==> src/sv/spg_pkg.sv <==
// Shared types and constants for the stepper step/direction pulse generator.
// No dependencies; used by stepper_step_dir_pulse_generator_core.
package spg_pkg;

	// Default width of the step period register and the tick timer
	localparam int unsigned TIMER_WIDTH_DEF = 16;

	// Width of the step period configuration word
	localparam int unsigned CFG_WIDTH = 16;

	// Width of position and target values
	localparam int unsigned POS_WIDTH = 32;

	// Item kinds
	localparam logic [1:0] MODE_TICK = 2'd0;
	localparam logic [1:0] MODE_MOVE = 2'd1;
	localparam logic [1:0] MODE_STOP = 2'd2;

	// One input item
	typedef struct packed {
		logic [1:0]                  mode;
		logic signed [POS_WIDTH-1:0] target;
	} spg_in_t;

	// One result item
	typedef struct packed {
		logic                        step_out;
		logic                        dir_out;
		logic                        moving;
		logic signed [POS_WIDTH-1:0] position;
	} spg_out_t;

endpackage

==> src/sv/stepper_step_dir_pulse_generator_core.sv <==
// Constant-speed step/direction pulse generator with absolute position tracking.
// Depends on spg_pkg for the item types and mode codes.
//
// Takes one item per clock while out_stall does not hold the result register: a
// timer tick, a move to a signed absolute target, or a stop. Each accepted item
// yields exactly one result showing the step pin, the direction pin, the moving
// flag and the position after that item. An item is registered in the input
// stage on acceptance, the motion state is updated in one pass of logic as the
// item leaves that stage, and the result is registered alongside. The update of
// position, step count and timer in one pass of logic sets that rate. A move
// arms the timer so the first step pulse comes on the next tick; each pulse is
// high for one tick and steps repeat every period+1 ticks. Write the step period
// through the cfg port only while no item is in flight; cfg_ready is always high.
module stepper_step_dir_pulse_generator_core #(
	parameter int unsigned TIMER_WIDTH = spg_pkg::TIMER_WIDTH_DEF
) (
	input  logic                          clk,
	input  logic                          arst_n,
	// Input item channel
	input  logic                          in_valid,
	output logic                          in_stall,
	input  spg_pkg::spg_in_t              in_data,
	// Result channel
	output logic                          out_valid,
	input  logic                          out_stall,
	output spg_pkg::spg_out_t             out_data,
	// Step period write channel
	input  logic                          cfg_valid,
	output logic                          cfg_ready,
	input  logic [spg_pkg::CFG_WIDTH-1:0] cfg_data
);

	localparam int unsigned PW = spg_pkg::POS_WIDTH;

	// Input stage
	logic                 valid_s1;
	spg_pkg::spg_in_t     in_s1;

	// Result register
	logic                 out_valid_q;
	spg_pkg::spg_out_t    out_q;

	// Configuration and motion state
	logic [TIMER_WIDTH-1:0] period_q;
	logic [PW-1:0]          position_q;
	logic                   dir_q;
	logic [PW-1:0]          steps_left_q;
	logic [TIMER_WIDTH-1:0] timer_q;
	logic                   pulse_q;
	logic                   busy_q;

	// Next state
	logic [PW-1:0]          position_d;
	logic                   dir_d;
	logic [PW-1:0]          steps_left_d;
	logic [TIMER_WIDTH-1:0] timer_d;
	logic                   pulse_d;
	logic                   busy_d;

	// Intermediate values
	logic                   advance;
	logic [TIMER_WIDTH-1:0] timer_dec;
	logic [PW-1:0]          steps_dec;
	logic [PW-1:0]          delta_fwd;
	logic [PW-1:0]          delta_rev;

	// Move the input stage forward whenever the result register is free or being taken
	assign advance   = !out_valid_q || !out_stall;
	assign in_stall  = valid_s1 && !advance;
	assign out_valid = out_valid_q;
	assign out_data  = out_q;
	assign cfg_ready = 1'b1;

	// Capture an input transfer
	always_ff @(posedge clk or negedge arst_n) begin
		if (!arst_n) begin
			valid_s1 <= 1'b0;
		end else if (!in_stall) begin
			valid_s1 <= in_valid;
		end
	end

	always_ff @(posedge clk) begin
		if (!in_stall && in_valid) begin
			in_s1 <= in_data;
		end
	end

	// Hold the step period
	always_ff @(posedge clk or negedge arst_n) begin
		if (!arst_n) begin
			period_q <= TIMER_WIDTH'(1);
		end else if (cfg_valid && cfg_ready) begin
			period_q <= TIMER_WIDTH'(cfg_data);
		end
	end

	// Compute the state after the item in the input stage
	always_comb begin
		position_d   = position_q;
		dir_d        = dir_q;
		steps_left_d = steps_left_q;
		timer_d      = timer_q;
		pulse_d      = pulse_q;
		busy_d       = busy_q;

		timer_dec = (timer_q != '0) ? timer_q - TIMER_WIDTH'(1) : timer_q;
		steps_dec = (steps_left_q != '0) ? steps_left_q - PW'(1) : steps_left_q;
		delta_fwd = PW'(in_s1.target) - position_q;
		delta_rev = position_q - PW'(in_s1.target);

		unique case (in_s1.mode)
			spg_pkg::MODE_TICK: begin
				if (pulse_q) begin
					// drop the pulse, nothing else this tick
					pulse_d = 1'b0;
				end else if (busy_q) begin
					if (timer_dec == '0) begin
						// issue a step and reload the timer
						timer_d      = period_q;
						pulse_d      = 1'b1;
						position_d   = dir_q ? position_q + PW'(1) : position_q - PW'(1);
						steps_left_d = steps_dec;
						if (steps_dec == '0) begin
							busy_d = 1'b0;
						end
					end else begin
						timer_d = timer_dec;
					end
				end
			end
			spg_pkg::MODE_MOVE: begin
				if (delta_fwd == '0) begin
					busy_d = 1'b0;
				end else begin
					// direction from the sign of the wrapped difference
					dir_d        = !delta_fwd[PW-1];
					steps_left_d = delta_fwd[PW-1] ? delta_rev : delta_fwd;
					timer_d      = '0;
					pulse_d      = 1'b0;
					busy_d       = 1'b1;
				end
			end
			spg_pkg::MODE_STOP: begin
				busy_d  = 1'b0;
				pulse_d = 1'b0;
			end
			default: begin
				// unused code: keep state
			end
		endcase
	end

	// Update motion state as the item leaves the input stage
	always_ff @(posedge clk or negedge arst_n) begin
		if (!arst_n) begin
			position_q   <= '0;
			dir_q        <= 1'b0;
			steps_left_q <= '0;
			timer_q      <= '0;
			pulse_q      <= 1'b0;
			busy_q       <= 1'b0;
		end else if (valid_s1 && advance) begin
			position_q   <= position_d;
			dir_q        <= dir_d;
			steps_left_q <= steps_left_d;
			timer_q      <= timer_d;
			pulse_q      <= pulse_d;
			busy_q       <= busy_d;
		end
	end

	// Load the result register, or release it after its transfer
	always_ff @(posedge clk or negedge arst_n) begin
		if (!arst_n) begin
			out_valid_q <= 1'b0;
		end else if (advance) begin
			out_valid_q <= valid_s1;
		end
	end

	always_ff @(posedge clk) begin
		if (valid_s1 && advance) begin
			out_q.step_out <= pulse_d;
			out_q.dir_out  <= dir_d;
			out_q.moving   <= busy_d;
			out_q.position <= position_d;
		end
	end

endmodule
==> config.mk <==
export PLATFORM = sky130hd
export DESIGN_NAME = stepper_step_dir_pulse_generator_core
export DESIGN_NICKNAME = d
export VERILOG_FILES = /design/src/sv/spg_pkg.sv /design/src/sv/stepper_step_dir_pulse_generator_core.sv
export SDC_FILE = /design/constraint.sdc
export NUM_CORES = 1
export LEC_CHECK = 0
export ABC_AREA = 1
export BUFFER_PORTS_ARGS = -buffer_cell sky130_fd_sc_hd__buf_2
export CAP_MARGIN = 0
export CELL_PAD_IN_SITES_DETAIL_PLACEMENT = 0
export CELL_PAD_IN_SITES_GLOBAL_PLACEMENT = 1
export CORE_ASPECT_RATIO = 2
export CORE_MARGIN = 5
export CORE_UTILIZATION = 49
export DETAILED_ROUTE_END_ITERATION = 8
export PLACE_DENSITY = 0.95
export SYNTH_ARGS = -nofsm -noshare
export SYNTH_HDL_FRONTEND = slang
export SYNTH_SLANG_ARGS = --single-unit
==> constraint.sdc <==
create_clock -name clk -period 6.8 [get_ports clk]
set_input_delay 0.34 -clock clk [delete_from_list [all_inputs] [get_ports clk]]
set_output_delay 0.34 -clock clk [all_outputs]
set_load 0.02 [all_outputs]
==> results of run 1 <==
==> Yosys cell counts (4+ instances only) <==
master,instances
a21o_1,8
a21oi_1,116
buf_2,22
buf_4,7
buf_6,8
clkbuf_1,29
dfrtp_1,100
edfxtp_1,69
ha_1,95
inv_1,264
inv_2,28
mux2_2,7
nand2_1,721
nand2_2,15
nand3_1,115
nand3_2,7
nand3b_1,5
nand4_1,79
nor2_1,221
nor2_2,15
nor2_4,4
nor3_1,14
o211ai_1,8
o21ai_0,116
o21ai_1,39
o21ai_2,10
o21bai_1,9
xnor2_1,32
xor2_1,67
==> flip-flops by register name (all words and copies together), names as in the netlist, 16 cells and up <==
signal	flops
steps_left_q	32
in_s1	34
timer_q	16
position_q	32
out_data	35
period_q	16
==> metrics by stage <==
| step | hold slack [ns] | util [%] |
|---|---|---|
| floorplan | 0.04441 | - |
| global placement | 0.3372 | 51.62 |
| detailed placement | 0.3398 | 51.62 |
| CTS | 0.03757 | 53.57 |
| global route | 0.04356 | 53.57 |
| finish | 0.05335 | 53.57 |
==> where the power goes <==
group	switching [mW]	total (mW)	internal [mW]
logic	2.10	3.06	0.958
registers	0.241	1.53	1.29
clock network	0.439	0.994	0.555
total	2.78	5.58	2.80
==> layer usage <==
layer / wire length (um) / global-route usage [%] / vias to the layer above
met5: 0 / 0 / -
met4: 4583 / 23.05 / 0
met3: 1744 / 2.812 / 205
met2: 27490 / 56.01 / 538
met1: 17030 / 26.75 / 6938
li1: - / - / 7450
==> cell families (layout without fill, tap and decap cells) <==
group | Yosys count | in the layout | synth area share, %
AND/OR/NAND/NOR | 1211 | 1211 | 33.88
buffers and inverters | 362 | 430 | 9.684
multiplexers | 7 | 7 | 0.5184
XOR/XNOR | 99 | 99 | 5.702
AO/OA/AOI/OAI | 325 | 325 | 11.72
flip-flops | 170 | 170 | 30.25
adder cells (fa/ha/maj) | 98 | 98 | 8.211
other | 1 | 1 | 0.02466
==> area by class of cell <==
class	instances	area [um2]
clock buffers	20	446.7
flip-flops and latches	170	4601
clock inverters	12	140.1
well taps	372	465.4
inverters	295	1107
fillers	3114	14270
repair buffers	103	550.5
multi-input cells	1741	9156
==> worst max-delay path: cells and delay by family (launching register included) <==
family,cells,cell delay [ns]
buffers and inverters,4,0.69
DFF,1,0.42
and+or+nand+nor,14,2.92
adders and majority gates,1,0.50
==> path summary, 6_finish.rpt <==
| kind | endpoint | slack (ns) | depth (start not counted) | start |
|---|---|---|---|---|
| max | steps_left_q[3]$_DFFE_PN0P_ | 2.16 | 19 | position_q[8]$_DFFE_PN0P_ |
| max reg2reg | steps_left_q[3]$_DFFE_PN0P_ | 2.16 | 19 | position_q[8]$_DFFE_PN0P_ |
| min reg2reg | timer_q[15]$_DFFE_PN0P_ | 0.48 | 2 | timer_q[15]$_DFFE_PN0P_ |
| min in group asynchronous | position_q[2]$_DFFE_PN0P_ | 0.41 | 2 | arst_n |
| min | in_s1[2]$_DFFE_PP_ | 0.05 | 1 | in_data[2] |
| max in group asynchronous | position_q[31]$_DFFE_PN0P_ | 5.11 | 3 | arst_n |
==> results_dict.tcl, run 1 <==
set metrics [dict create \
    drive_above_1_share_pct 9.953 \
    final_antenna_net_count 0 \
    finalCritPeriodShare_pct 68.18 \
    fmax_mhz 215.7 \
    final_common_cell "nand2_1" \
    track_usage_pct 28.95 \
    finalMaxSlewViolations 0 \
    yosysTopAreaCell "nand2_1" \
    n_antenna_cell 0 \
    final_cell_mix "nand2_1, inv_1, nor2_1, a21oi_1, o21ai_0" \
    synthArstFlopShare_pct 59.41 \
    grt-ovfl-total 0 \
    start_kind "flip-flop" \
    relSlewSlack_pct 35.11 \
    synth_area_leaders "nand2_1, dfrtp_1, edfxtp_1" \
    worstPathRequired_ns 7.18 \
    cts_resized 0 \
    clock_latency_ns 0.46 \
    grt_pass1_wl_um 78110 \
    antenna_found_initial 0 \
    syn_area_per_cell_um2 6.690 \
    worst_slack_ns 2.164 \
    die_width_um 134.6 \
    leakage_nw 8.444 \
    dp_hpwl_um 41570 \
    drtIter0Drc 1055 \
    routedWlPerCell_um 18.75 \
    syn-cell-area_um2 15210 \
    syn_inst 2273 \
    synth_seq_cells 170 \
    grt_pass1_vias 15289 \
    slowest_stage "nand3_2" \
    clkSinkCount 170 \
    cts_buffer_depth 2 \
    rsz0062_at_grt "no" \
    yosysWarnings 0 \
    area_growth_pct 8.285 \
    dr.pass1.iters 5 \
    start_util_pct 49.47 \
    synth_edf_count 69 \
    tightest_slew_ns 0.9632 \
    row_count 91 \
    avgViaCountPerCell 5.577 \
    place_ws_ns 2.240 \
    routed_wl_um 50860 \
    cp_max_fo 40 \
    setup_viol 0 \
    synthDistinctLibCells 54 \
    peakVddDrop_mv 0.1908 \
    core_area_um2 30740 \
    hp-class "input port to flip-flop" \
    power.density_nw_per_um2 339.0 \
    cp.arrival_ns 5.02 \
    cts_buffers 17 \
    maxCapViolCount 0 \
    synth-main-ff-cell "dfrtp_1" \
    io_buffers 91 \
    crit_chain "ha_1 > nand2_2 > inv_2 > nand2_1 > inv_2 > nand2_1 > clkinv_1 > nand2_1 > nand2_1 > nand2_1 > nand3_1 > nand2_2 > inv_2 > nand2_1 > nor3_2 > nand3_2 > nand3_2 > nand2_1 > nand2_1" \
    io_pins 93 \
    htree_levels 4 \
    critPathMaxStageDelay_ns 0.71 \
    status "completed" \
    place_congestion 1.132 \
    fin_cells 2713 \
    final_cell_area_um2 16470 \
    path_clk_slew_ns 0.07 \
    grt_max_degree 74 \
    die_area_um2 34870 \
    ys_seq_area_share_pct 30.25 \
    finalClockSkew_ns 0.01398 \
    placed_area_um2 15870 \
    cts_setup_buffers 0 \
    synth_top_area_share_pct 17.80 \
    dp.cells 2680 \
    total_power_mw 5.582 \
    route.detailed.drc 0 \
    syn-num-nets 2426 \
    cp-end-kind "flip-flop" \
    hold_viol 0 \
    nets 2481 \
    via_count 15131 \
    postCtsHoldBufs 1 \
    fin_crit_ns 4.636 \
    cp_common_cell "nand2_1" \
    fp.dieH_um 259.1 \
    cts_tree "yes" \
    worstSetupPathType "flip-flop to flip-flop" \
    clock-root-buffer "clkbuf_16" \
    fin_setup_tns_ns 0 \
]
Note: power is estimated with default switching activity, not from simulation.
==> run 2: changes to the inputs <==
--- a/config.mk
+++ b/config.mk
@@ -12,9 +12,9 @@
 export CELL_PAD_IN_SITES_GLOBAL_PLACEMENT = 1
 export CORE_ASPECT_RATIO = 2
 export CORE_MARGIN = 5
-export CORE_UTILIZATION = 49
+export CORE_UTILIZATION = 41
 export DETAILED_ROUTE_END_ITERATION = 8
-export PLACE_DENSITY = 0.95
+export PLACE_DENSITY = 0.85
 export SYNTH_ARGS = -nofsm -noshare
 export SYNTH_HDL_FRONTEND = slang
 export SYNTH_SLANG_ARGS = --single-unit
==> constraint.sdc (replaced) <==
create_clock -name clk -period 4 [get_ports clk]
set_input_delay 0.2 -clock clk [delete_from_list [all_inputs] [get_ports clk]]
set_output_delay 0.2 -clock clk [all_outputs]
set_load 0.02 [all_outputs]
==> results_dict.tcl, run 2 (same netlist as run 1, synthesis figures left out) <==
set metrics [dict create \
    status "completed" \
    r2r_cells 15 \
    core_area_um2 36540 \
    dp_hpwl_um 43000 \
    io_pins 93 \
    cp_common_cell "nand2_1" \
    power.density_nw_per_um2 558.6 \
    final_common_cell "nand2_1" \
    fin_setup_tns_ns 0 \
    htree_levels 4 \
    io_buffers 91 \
    leakage_nw 8.770 \
    cts_setup_buffers 0 \
    final_cell_mix "nand2_1, inv_1, nor2_1, a21oi_1, o21ai_0" \
    fin_crit_ns 3.539 \
    fillers 3748 \
    grt-ovfl-total 0 \
    antenna_found_initial 0 \
    start_util_pct 41.62 \
    route.detailed.drc 0 \
    fp.dieH_um 282.4 \
    cp_max_fo 32 \
    swShare_pct 49.78 \
    switchingPower_mw 4.799 \
    routedWlPerCell_um 18.17 \
    die_width_um 146.2 \
    peakVddDrop_mv 0.3290 \
    hp-class "input port to flip-flop" \
    grt_pass1_wl_um 81400 \
    track_usage_pct 25.24 \
    maxCapViolCount 0 \
    largest_reg_flops 35 \
    slowest_stage "xor2_1" \
    final_antenna_net_count 0 \
    tightest_slew_ns 1.120 \
    worstPathRequired_ns 4.38 \
    drive_above_1_share_pct 10.49 \
    finalCritPeriodShare_pct 88.47 \
    clock-root-buffer "clkbuf_16" \
    place_congestion 0.9921 \
    fmax_mhz 282.6 \
    critPathMaxStageDelay_ns 0.47 \
    clkSinkCount 170 \
    area_growth_pct 13.49 \
    finalMaxSlewViolations 0 \
    finalClockSkew_ns 0.01804 \
    n_antenna_cell 0 \
    die_area_um2 41280 \
    power_frac_comb_pct 54.9 \
    power_frac_seq_pct 26.8 \
    relSlewSlack_pct 24.37 \
    nets 2551 \
    start_kind "flip-flop" \
    min_delay_path_depth 2 \
    cp-end-kind "flip-flop" \
    cts_tree "yes" \
    holdWs_ns 0.01671 \
    avgViaCountPerCell 5.309 \
    clock_latency_ns 0.46 \
    grt_pass1_vias 15793 \
    worstSetupPathType "flip-flop to flip-flop" \
    hold_viol 0 \
    p_clk_share_pct 18.3 \
    total_power_mw 9.640 \
    crit_chain "ha_1 > inv_1 > fa_1 > nand3_1 > nand3_1 > nand2_1 > nand2_2 > a21oi_1 > xor2_1 > nand4_1 > nor2_1 > nand3_2 > nand3_2 > nand2_1 > nand2_1" \
    cts_buffers 17 \
    via_count 15209 \
    setup_viol 0 \
    cp_top_family "simple AND/OR/NAND/NOR gates" \
    p_int_mw 4.841 \
    row_count 99 \
    dr.pass1.iters 9 \
    path_clk_slew_ns 0.08 \
    cp.arrival_ns 3.92 \
    drtIter0Drc 782 \
    grt_max_degree 61 \
    crit_cells 15 \
    routed_wl_um 52060 \
    cts_buffer_depth 2 \
    rsz0062_at_grt "no" \
    path_buf_inv 1 \
]
## run 2: changes by cell type in the layout (fill, tap and decap cells not counted), sizes merged
cell	before	now
clkbuf	20	18
dlygate4sd3	1	52
clkinv	7	6
buf	102	121
clkinvlp	3	2
inv	295	299
## run 2: metrics by stage
stage	utilization, %	setup slack (ns)	instances	instance area [um2]
final	47.23	0.4612	2865	17260
after global routing	47.23	0.06762	2865	17260
after CTS	47.23	0.4206	2865	17260
after detailed placement	44.14	0.4371	2781	16130
after global placement	44.14	0.5228	2781	16130
after floorplan	-	1.131	2273	15210
## run 2: metal layers
metal	wire [um]	track usage (%)	part of all wire (%)
met2	29100	50.61	56
met4	4508	20.07	8.7
met5	0	0	0
met1	17140	22.61	33
met3	1312	2.132	2.5
## run 2: worst paths after layout
check	startpoint	endpoint	slack, ns
min in group asynchronous	arst_n	steps_left_q[7]$_DFFE_PN0P_	0.28
setup reg to reg	position_q[0]$_DFFE_PN0P_	steps_left_q[12]$_DFFE_PN0P_	0.46
setup / recovery	position_q[0]$_DFFE_PN0P_	steps_left_q[12]$_DFFE_PN0P_	0.46
max in group asynchronous	arst_n	position_q[23]$_DFFE_PN0P_	2.79
hold reg to reg	timer_q[15]$_DFFE_PN0P_	timer_q[15]$_DFFE_PN0P_	0.47
hold / removal	cfg_data[15]	period_q[15]$_DFFE_PN0P_	0.02
## run 2: power groups by stage
stage	combinational, mW	clock [mW]	sequential [mW]
floorplan	3.77	0	2.54
global placement	5.15	0	2.60
detailed placement	5.20	0	2.61
CTS	5.27	1.79	2.57
global route	5.94	1.87	2.63
finish	5.30	1.76	2.58
## run 2: layout make-up
| cell class | instances | area, um2 | area share (%) |
|---|---|---|---|
| multi-input cells | 1741 | 9156 | 53.06 |
| flip-flops and latches | 170 | 4601 | 26.66 |
| repair buffers | 173 | 1216 | 7.047 |
| inverters | 295 | 1107 | 6.416 |
| well taps | 454 | 568.0 | 3.292 |
| clock buffers | 18 | 429.2 | 2.487 |
| clock inverters | 14 | 180.2 | 1.044 |
## run 2: what timing repair did
| action | CTS | global route |
|---|---|---|
| endpoints found under the hold margin | 91 | 0 |
| hold buffers | 52 | 0 |
| resized for setup | 0 | 0 |
